--- src/design/pott_pkg.sv ---
// Package: shared types and constants of the timer table.
package pott_pkg;

   localparam int ENTRY_SLOTS = 16;
   localparam int TIME_BITS   = 24;
   localparam int OWNER_BITS  = 16;
   localparam int IDX_BITS    = (ENTRY_SLOTS > 1) ? $clog2(ENTRY_SLOTS) : 1;
   localparam int CNT_BITS    = $clog2(ENTRY_SLOTS + 1);
   localparam int ACC_BITS    = TIME_BITS + 1;
   localparam int SO_ONCE     = 1;

   typedef enum logic [1:0] {
      FUNC_TICK   = 2'd0,
      FUNC_ADD    = 2'd1,
      FUNC_REMOVE = 2'd2,
      FUNC_NONE   = 2'd3
   } func_type;

   typedef enum logic [2:0] {
      ST_FIRED    = 3'd0,
      ST_NONE     = 3'd1,
      ST_ADDED    = 3'd2,
      ST_FULL     = 3'd3,
      ST_REMOVED  = 3'd4,
      ST_NOTFOUND = 3'd5
   } status_type;

   typedef struct packed {
      logic [1:0]            func;
      logic [TIME_BITS-1:0]  tick_amount;
      logic [TIME_BITS-1:0]  period;
      logic                  one_shot;
      logic [OWNER_BITS-1:0] owner;
   } req_type;

   typedef struct packed {
      logic [2:0]            status;
      logic [3:0]            slot;
      logic [OWNER_BITS-1:0] fired_owner;
      logic [TIME_BITS-1:0]  fired_delta;
      logic                  last;
   } rsp_type;

   typedef enum logic [1:0] {
      BK_IDLE = 2'd0,
      BK_WALK = 2'd1,
      BK_EMIT = 2'd2
   } back_state_type;

endpackage

--- src/design/periodic_one_shot_timer_table.sv ---
// Top level of the periodic and one-shot timer table.
// The table holds up to 16 timers in insertion order. A tick beat adds its
// elapsed microseconds to every timer, saturating the 25-bit accumulator; a
// timer that reaches its period loses one period and yields a fired beat, and
// a one-shot timer is then dropped, later timers closing the gap. An add beat
// appends a timer or reports a full table; a remove beat deletes the first
// timer of an owner. Unknown selectors give no beat. A small front queue takes
// requests while the back end walks the table. The back end visits one entry
// per cycle while the output can drain: a waiting consumer stalls the walk
// only on the second and later fired beats and on the closing beat.
module periodic_one_shot_timer_table (
   input  logic              clock,
   input  logic              reset,
   input  logic              req_valid,
   output logic              req_ready,
   input  pott_pkg::req_type req_data,
   output logic              rsp_valid,
   input  logic              rsp_ready,
   output pott_pkg::rsp_type rsp_data
);
   logic              q_valid, q_ready;
   pott_pkg::req_type q_data;

   pott_front u_front (
      .clock(clock), .reset(reset),
      .req_valid(req_valid), .req_ready(req_ready), .req_data(req_data),
      .q_valid(q_valid), .q_ready(q_ready), .q_data(q_data)
   );

   pott_back u_back (
      .clock(clock), .reset(reset),
      .q_valid(q_valid), .q_ready(q_ready), .q_data(q_data),
      .rsp_valid(rsp_valid), .rsp_ready(rsp_ready), .rsp_data(rsp_data)
   );

`ifndef SYNTHESIS
   // Status codes stay within the defined set.
   a_status: assert property (@(posedge clock) disable iff (reset)
      rsp_valid |-> (rsp_data.status <= pott_pkg::ST_NOTFOUND))
      else $error("bad status");
   // Non-fire beats always close their request.
   a_last: assert property (@(posedge clock) disable iff (reset)
      rsp_valid && (rsp_data.status != pott_pkg::ST_FIRED) |-> rsp_data.last)
      else $error("non-fire beat without last");
`endif
endmodule

--- src/design/pott_front.sv ---
// Front end: accepts request beats, drops unknown selectors, queues the rest.
module pott_front (
   input  logic              clock,
   input  logic              reset,
   input  logic              req_valid,
   output logic              req_ready,
   input  pott_pkg::req_type req_data,
   output logic              q_valid,
   input  logic              q_ready,
   output pott_pkg::req_type q_data
);
   // Two-entry queue between the front and the back.
   pott_pkg::req_type slot_ff [2];
   logic              wr_ptr_ff, wr_ptr_in, rd_ptr_ff, rd_ptr_in;
   logic [1:0]        fill_ff, fill_in;
   logic              push, pop;

   assign req_ready = (fill_ff != 2'd2);
   assign push      = req_valid && req_ready && (req_data.func != pott_pkg::FUNC_NONE);
   assign pop       = q_valid && q_ready;
   assign q_valid   = (fill_ff != 2'd0);
   assign q_data    = slot_ff[rd_ptr_ff];

   always_comb begin
      wr_ptr_in = wr_ptr_ff ^ push;
      rd_ptr_in = rd_ptr_ff ^ pop;
      fill_in   = fill_ff + {1'b0, push} - {1'b0, pop};
   end

   always_ff @(posedge clock) begin
      if (reset) begin
         wr_ptr_ff <= 1'b0;
         rd_ptr_ff <= 1'b0;
         fill_ff   <= 2'd0;
      end else begin
         wr_ptr_ff <= wr_ptr_in;
         rd_ptr_ff <= rd_ptr_in;
         fill_ff   <= fill_in;
      end
      if (push) slot_ff[wr_ptr_ff] <= req_data;
   end
endmodule

--- src/design/pott_back.sv ---
// Back end: holds the timer entries and walks them, one entry per cycle while the output slot can drain.
module pott_back (
   input  logic              clock,
   input  logic              reset,
   input  logic              q_valid,
   output logic              q_ready,
   input  pott_pkg::req_type q_data,
   output logic              rsp_valid,
   input  logic              rsp_ready,
   output pott_pkg::rsp_type rsp_data
);
   localparam int IB = pott_pkg::IDX_BITS;
   localparam int CB = pott_pkg::CNT_BITS;
   localparam int AB = pott_pkg::ACC_BITS;
   localparam int TB = pott_pkg::TIME_BITS;
   localparam int OB = pott_pkg::OWNER_BITS;
   localparam int N  = pott_pkg::ENTRY_SLOTS;

   logic [AB-1:0] acc_ff    [N];
   logic [TB-1:0] period_ff [N];
   logic          once_ff   [N];
   logic [OB-1:0] owner_ff  [N];

   pott_pkg::back_state_type state_ff, state_in;
   pott_pkg::req_type        cur_ff;
   logic [CB-1:0]            count_ff, count_in;
   logic [CB-1:0]            rd_ff, rd_in;   // read position
   logic [CB-1:0]            wr_ff, wr_in;   // write position (compaction)
   logic [CB-1:0]            orig_ff, orig_in;
   logic                     any_ff, any_in;
   logic                     found_ff, found_in;
   logic                     rsp_valid_ff, rsp_valid_in;
   pott_pkg::rsp_type        rsp_ff, rsp_in;
   pott_pkg::rsp_type        held_ff, held_in;   // most recent fired beat

   logic [IB-1:0] ri, wi;
   logic [AB:0]   sum;
   logic [AB-1:0] sat, nacc;
   logic          fire, keep, walk_done, slot_free;
   logic [IB-1:0] ci;

   assign ri        = rd_ff[IB-1:0];
   assign wi        = wr_ff[IB-1:0];
   assign ci        = count_ff[IB-1:0];
   assign slot_free = !rsp_valid_ff || rsp_ready;
   assign rsp_valid = rsp_valid_ff;
   assign rsp_data  = rsp_ff;
   assign q_ready   = (state_ff == pott_pkg::BK_IDLE);
   assign walk_done = (rd_ff >= count_ff);

   always_comb begin
      sum  = {1'b0, acc_ff[ri]} + {{(AB-TB+1){1'b0}}, cur_ff.tick_amount};
      sat  = sum[AB] ? {AB{1'b1}} : sum[AB-1:0];
      fire = (sat >= {1'b0, period_ff[ri]});
      nacc = fire ? sat - {1'b0, period_ff[ri]} : sat;
      if (cur_ff.func == pott_pkg::FUNC_TICK) keep = !(fire && once_ff[ri]);
      else keep = found_ff || (owner_ff[ri] != cur_ff.owner);
   end

   always_comb begin
      state_in     = state_ff;
      count_in     = count_ff;
      rd_in        = rd_ff;
      wr_in        = wr_ff;
      orig_in      = orig_ff;
      any_in       = any_ff;
      found_in     = found_ff;
      rsp_valid_in = rsp_valid_ff && !rsp_ready;
      rsp_in       = rsp_ff;
      held_in      = held_ff;
      unique case (state_ff)
         pott_pkg::BK_IDLE: begin
            if (q_valid) begin
               rd_in    = '0;
               wr_in    = '0;
               orig_in  = '0;
               any_in   = 1'b0;
               found_in = 1'b0;
               state_in = (q_data.func == pott_pkg::FUNC_ADD) ? pott_pkg::BK_EMIT
                                                               : pott_pkg::BK_WALK;
            end
         end
         pott_pkg::BK_WALK: begin
            if (walk_done) begin
               if (cur_ff.func == pott_pkg::FUNC_TICK) begin
                  if (!any_ff) begin
                     // No fire: one summary beat. Otherwise the held one goes out as last.
                     if (slot_free) begin
                        rsp_valid_in = 1'b1;
                        rsp_in = '{pott_pkg::ST_NONE, 4'd0, '0, '0, 1'b1};
                        state_in = pott_pkg::BK_IDLE;
                     end
                  end else begin
                     if (slot_free) begin
                        rsp_valid_in = 1'b1;
                        rsp_in       = held_ff;
                        rsp_in.last  = 1'b1;
                        state_in     = pott_pkg::BK_IDLE;
                     end
                  end
                  if (slot_free) count_in = wr_ff;
               end else begin
                  if (slot_free) begin
                     rsp_valid_in = 1'b1;
                     if (found_ff)
                        rsp_in = '{pott_pkg::ST_REMOVED, orig_ff[3:0], cur_ff.owner, '0, 1'b1};
                     else
                        rsp_in = '{pott_pkg::ST_NOTFOUND, 4'd0, '0, '0, 1'b1};
                     count_in = wr_ff;
                     state_in = pott_pkg::BK_IDLE;
                  end
               end
            end else if (cur_ff.func == pott_pkg::FUNC_TICK) begin
               // A fired entry's beat is held back so the final one can carry last;
               // the previously held beat goes out when a new one fires, so with a beat
               // held, a new fire advances only if the output slot can drain.
               if (fire) begin
                  if (!any_ff || slot_free) begin
                     if (any_ff) begin
                        rsp_valid_in = 1'b1;
                        rsp_in       = held_ff;
                     end
                     held_in = '{pott_pkg::ST_FIRED, rd_ff[3:0], owner_ff[ri],
                                 cur_ff.tick_amount, 1'b0};
                     any_in = 1'b1;
                     rd_in  = rd_ff + 1'b1;
                     if (keep) wr_in = wr_ff + 1'b1;
                  end
               end else begin
                  rd_in = rd_ff + 1'b1;
                  wr_in = wr_ff + 1'b1;
               end
            end else begin
               if (!keep) begin
                  found_in = 1'b1;
                  orig_in  = rd_ff;
               end
               rd_in = rd_ff + 1'b1;
               if (keep) wr_in = wr_ff + 1'b1;
            end
         end
         pott_pkg::BK_EMIT: begin
            if (slot_free) begin
               rsp_valid_in = 1'b1;
               if (count_ff >= CB'(N))
                  rsp_in = '{pott_pkg::ST_FULL, 4'd0, '0, '0, 1'b1};
               else begin
                  rsp_in = '{pott_pkg::ST_ADDED, count_ff[3:0], cur_ff.owner, '0, 1'b1};
                  count_in = count_ff + 1'b1;
               end
               state_in = pott_pkg::BK_IDLE;
            end
         end
         default: state_in = pott_pkg::BK_IDLE;
      endcase
   end

   // Entry writes: compaction during a walk, append for an add.
   logic step_w;
   assign step_w = (state_ff == pott_pkg::BK_WALK) && !walk_done && (rd_in != rd_ff) && keep;

   always_ff @(posedge clock) begin
      if (reset) begin
         state_ff     <= pott_pkg::BK_IDLE;
         count_ff     <= '0;
         rsp_valid_ff <= 1'b0;
      end else begin
         state_ff     <= state_in;
         count_ff     <= count_in;
         rsp_valid_ff <= rsp_valid_in;
      end
      rd_ff    <= rd_in;
      wr_ff    <= wr_in;
      orig_ff  <= orig_in;
      any_ff   <= any_in;
      found_ff <= found_in;
      rsp_ff   <= rsp_in;
      held_ff  <= held_in;
      if (state_ff == pott_pkg::BK_IDLE && q_valid) cur_ff <= q_data;
      if (step_w) begin
         acc_ff[wi]    <= (cur_ff.func == pott_pkg::FUNC_TICK) ? nacc : acc_ff[ri];
         period_ff[wi] <= period_ff[ri];
         once_ff[wi]   <= once_ff[ri];
         owner_ff[wi]  <= owner_ff[ri];
      end
      if (state_ff == pott_pkg::BK_EMIT && slot_free && count_ff < CB'(N)) begin
         acc_ff[ci]    <= '0;
         period_ff[ci] <= cur_ff.period;
         once_ff[ci]   <= (cur_ff.one_shot == 1'(pott_pkg::SO_ONCE));
         owner_ff[ci]  <= cur_ff.owner;
      end
   end
endmodule
--- config.mk ---
export PLATFORM = sky130hd
export DESIGN_NAME = periodic_one_shot_timer_table
export DESIGN_NICKNAME = d
export VERILOG_FILES = /design/src/design/pott_pkg.sv /design/src/design/periodic_one_shot_timer_table.sv /design/src/design/pott_front.sv /design/src/design/pott_back.sv
export SDC_FILE = /design/constraint.sdc
export NUM_CORES = 2
export LEC_CHECK = 0
export ABC_CLOCK_PERIOD_IN_PS = 13600
export CORE_MARGIN = 2
export CORE_UTILIZATION = 50
export DETAILED_ROUTE_END_ITERATION = 6
export DONT_BUFFER_PORTS = 1
export SYNTH_ARGS = -nofsm -noshare
export SYNTH_HDL_FRONTEND = slang
export SYNTH_SLANG_ARGS = --single-unit
--- constraint.sdc ---
create_clock -name clock -period 13.6 [get_ports clock]
set_clock_uncertainty 0.05 [all_clocks]
set_input_delay 0.68 -clock clock [delete_from_list [all_inputs] [get_ports clock]]
set_output_delay 0.68 -clock clock [all_outputs]
set_load 0.03 [all_outputs]
==> flow_metrics.env <==
export IMPL_result_of_the_run="finished, final reports clean"
export IMPL_worst_path_max_fanout=122
export IMPL_combPwrFrac_pct=34.2
export IMPL_clock_path_buffers=3
export IMPL_critPathKind="register to register"
export IMPL_yosys_cell_types_count=76
export IMPL_worst_ep_required_time_ns=13.89
export IMPL_leakagePower_nw=19.9
export IMPL_fmax_mhz=94.6
export IMPL_buffer_ports_inserted=0
export IMPL_multi_input_combinational_cell_area_sq_um=13900
export IMPL_global_route_wire_length_before_repair_microns=192000
export IMPL_initialDrtViolationCount=2482
export IMPL_grt_pass1_vias=28600
export IMPL_die_h_microns=338
export IMPL_antenna_violations_before_repair=3
export IMPL_pwr_density_cell_nw_per_um2=248
export IMPL_p_clk_share_pct=23.5
export IMPL_grt_max_degree=172
export IMPL_postSynthRegisterBits=1377
export IMPL_post_synth_main_area_contributors="edfxtp_1, mux4_2, mux2_2, ha_1, nand2_1"
export IMPL_avgViaCountPerCell=6.11
export IMPL_avgRoutedWirePerCell_microns=28.6
export IMPL_synth_top_area_share_pct=73.3
export IMPL_cts_root_buf="clkbuf_16"
export IMPL_drt_pass1_iter_count=5
export IMPL_initial_utilization_pct=50.3
export IMPL_core_sq_um=111000
export IMPL_gp_congestion=0.943
export IMPL_post_route_drc_count=0
export IMPL_design_die_area_sq_um=114000
export IMPL_cell_internal_pwr_mw=10.2
export IMPL_synth_most_common_cell="edfxtp_1"
export IMPL_drive_above_1_share_pct=21.9
export IMPL_post_synth_inst_count=2865
export IMPL_asyncSetResetFlopFracSynth_pct=0
export IMPL_globalRouteTotalUtil_pct=23.4
export IMPL_fillers=8194
export IMPL_p_total_mw=15.6
export IMPL_timing_critical_path_arrival_ns=10.87
export IMPL_placement_cell_area_sq_um=57700
export IMPL_yosys_top_cells_count="edfxtp_1, mux4_2, nand2_1"
export IMPL_finalWorstPathRequiredPeriod_ns=10.58
export IMPL_cts_buffers=143
export IMPL_seq_power_share_pct=42.2
export IMPL_synth_flop_cell="edfxtp_1"
export IMPL_cap_viol_max_count=0
export IMPL_post_cts_resized_instances=0
export IMPL_die_width_microns=338
export IMPL_min_delay_path_class="input pin to register"
export IMPL_dpl_hpwl_microns=73300
export IMPL_setup_repair_after_global_routing_missed_its_margin="false"
export IMPL_ys_warnings_count=0
export IMPL_switching_share_pct=34.7
export IMPL_worst_ir_drop_vdd_v=0.000165
export IMPL_max_slew_worst_pin_slew_ns=1.17
export IMPL_slew_violations=0
export IMPL_syn_nets=3001
export IMPL_ctsHtreeMaxLevel=4
export IMPL_total_routed_wirelength_microns=132000
export IMPL_flow_area_growth_from_synthesis_pct=12.7
export IMPL_cts_sinks=1377
export IMPL_num_io_pins=121
export IMPL_finish_utilization_pct=56.8
export IMPL_final_layout_setup_total_negative_slack_ns=0
export IMPL_worstSkewPairLatency_ns=0.75
export IMPL_rows=122
export IMPL_yosysSeqAreaShare_pct=73.9
export IMPL_critical_path_startpoint="u_back.rd_ff[0]$_DFF_P_"
export IMPL_clkTransAtPathRegs_ns=0.06
export IMPL_p_sw_mw=5.42
export IMPL_tritoncts="built"
export IMPL_remaining_antenna_violation_count_after_routing=0
export IMPL_grt_overflow=0
export IMPL_synthDominantAreaCellType="edfxtp_1"
export IMPL_hold_path_startpoint="rsp_ready"
export IMPL_nets=3137
export IMPL_worst_r2r_start="u_back.rd_ff[0]$_DFF_P_"
export IMPL_area_sequential_sq_um=41200
export IMPL_end_kind="register"
export IMPL_worstSetupStartpointType="register"
export IMPL_netlist_area_sq_um=55700
export IMPL_postLayoutCellArea_sq_um=62800
export IMPL_edff_count_synth=1360
export IMPL_syn_area_per_cell_sq_um=19.4
export IMPL_placed_cells=4275
export IMPL_detailroute_via_count=28100
export IMPL_fin_cells=4600
export IMPL_finalSetupViolations=0
export IMPL_timing_max_slew_rel_slack_pct=21.9
export IMPL_hold_viol_final=0
export IMPL_layout_worst_path_cycle_share_pct=77.8
==> layout by cell type (no fill, tap or decap), types with 45 or more instances in the layout <==
cell type      instances
a21oi_1               79
buf_4                 45
clkbuf_16            148
dlygate4sd3_1         68
edfxtp_1            1360
ha_1                  61
inv_1                 53
mux2_2                85
mux2i_1               45
mux4_2               304
nand2_1              174
nor2_1                84
o21ai_0               63
==> routing by layer <==
layer  track usage, %  share of wire, %
met3             3.72               6.4
met5                0                 0
met1             33.6                43
met4             6.42               2.3
met2             37.7                48
==> worst paths after layout <==
kind,to,slack [ns],depth (start not counted)
worst max register to register,u_back.period_ff[2][5]$_DFFE_PP_,3.02,24
worst min-delay path,u_back.rsp_valid$_SDFF_PP0_,0.28,3
worst min register to register,u_back.rsp_data[21]$_SDFFCE_PP0P_,0.47,1
worst max-delay path,u_back.period_ff[2][5]$_DFFE_PP_,3.02,24
==> state kept, by name (all words and copies together), names as in the netlist <==
name               flops
u_back.held_ff        44
u_back.wr_ff           5
u_back.cur_ff         67
u_front.rd_ptr_ff      1
u_back.once_ff        16
u_front.fill_ff        2
u_front.wr_ptr_ff      1
u_back.orig_ff         4
u_back.found_ff        1
u_back.rd_ff           5
u_back.state_ff        2
u_back.rsp_valid       1
u_back.period_ff     384
u_back.any_ff          1
u_front.slot_ff      134
u_back.acc_ff        400
u_back.owner_ff      256
u_back.rsp_data       48
u_back.count_ff        5
==> critical path, stage by stage, from the launching register on <==
cell      delay [ns]
dfxtp_4         0.73
buf_12          0.81
mux4_2          0.61
mux4_2          0.51
ha_1            0.37
a21oi_1         0.21
o21ai_1         0.11
or4_1           0.45
a221oi_2        0.38
a21oi_1         0.14
o21ai_2         0.12
buf_4           0.31
nand2b_1        0.15
ha_1            0.31
nor2b_1         0.15
o31a_1          0.27
or4_1           0.56
nand3b_1        0.18
nand3_1         0.16
a21oi_1         0.25
nand2b_2        0.60
a31o_4          0.51
o32a_1          0.45
nor2_4          0.69
buf_4           0.88
==> logic make-up (layout without fill, tap and decap cells) <==
kind of cell    Yosys count  in the layout  synth area share [%]
fa+ha+maj                65             65                  1.49
compound gates          325            325                  3.85
mux                     434            434                  14.8
xor+xnor                 68             68                  1.07
buf+inv                 191            437                  1.55
other cells               0              1                     0
simple gates            405            405                  3.31
flops                  1377           1377                  73.9
==> stage by stage <==
stage	hold slack (ns)	worst slack (ns)
floorplan	0.381	2.51
global route	0.286	2.46
global placement	0.421	3.26
finish	0.276	3.02
detailed placement	0.451	3.10
CTS	0.222	3.05
==> layout make-up <==
cell class / count / area share, %
diodes: 1 / 0.00398
well taps: 1488 / 2.96
clock buffers: 183 / 6.11
flip-flops and latches: 1377 / 65.6
multi-input cells: 1297 / 22.1
inverters: 56 / 0.339
clock inverters: 72 / 0.871
repair buffers: 126 / 2.01
==> power by group through the flow <==
stage / clock, mW / combinational [mW] / sequential, mW
floorplan: 0 / 3.78 / 6.50
global placement: 0 / 5.09 / 6.67
detailed placement: 0 / 5.27 / 6.69
CTS: 3.75 / 5.32 / 6.60
global route: 3.92 / 5.83 / 6.64
finish: 3.67 / 5.34 / 6.59
==> repair_timing <==
item / 4_1_cts / 5_1_grt
setup buffers: 0 / 0
hold buffers: 68 / 0
hold endpoints to repair: 146 / 0
No activity file was read; power rests on OpenSTA's default activity.
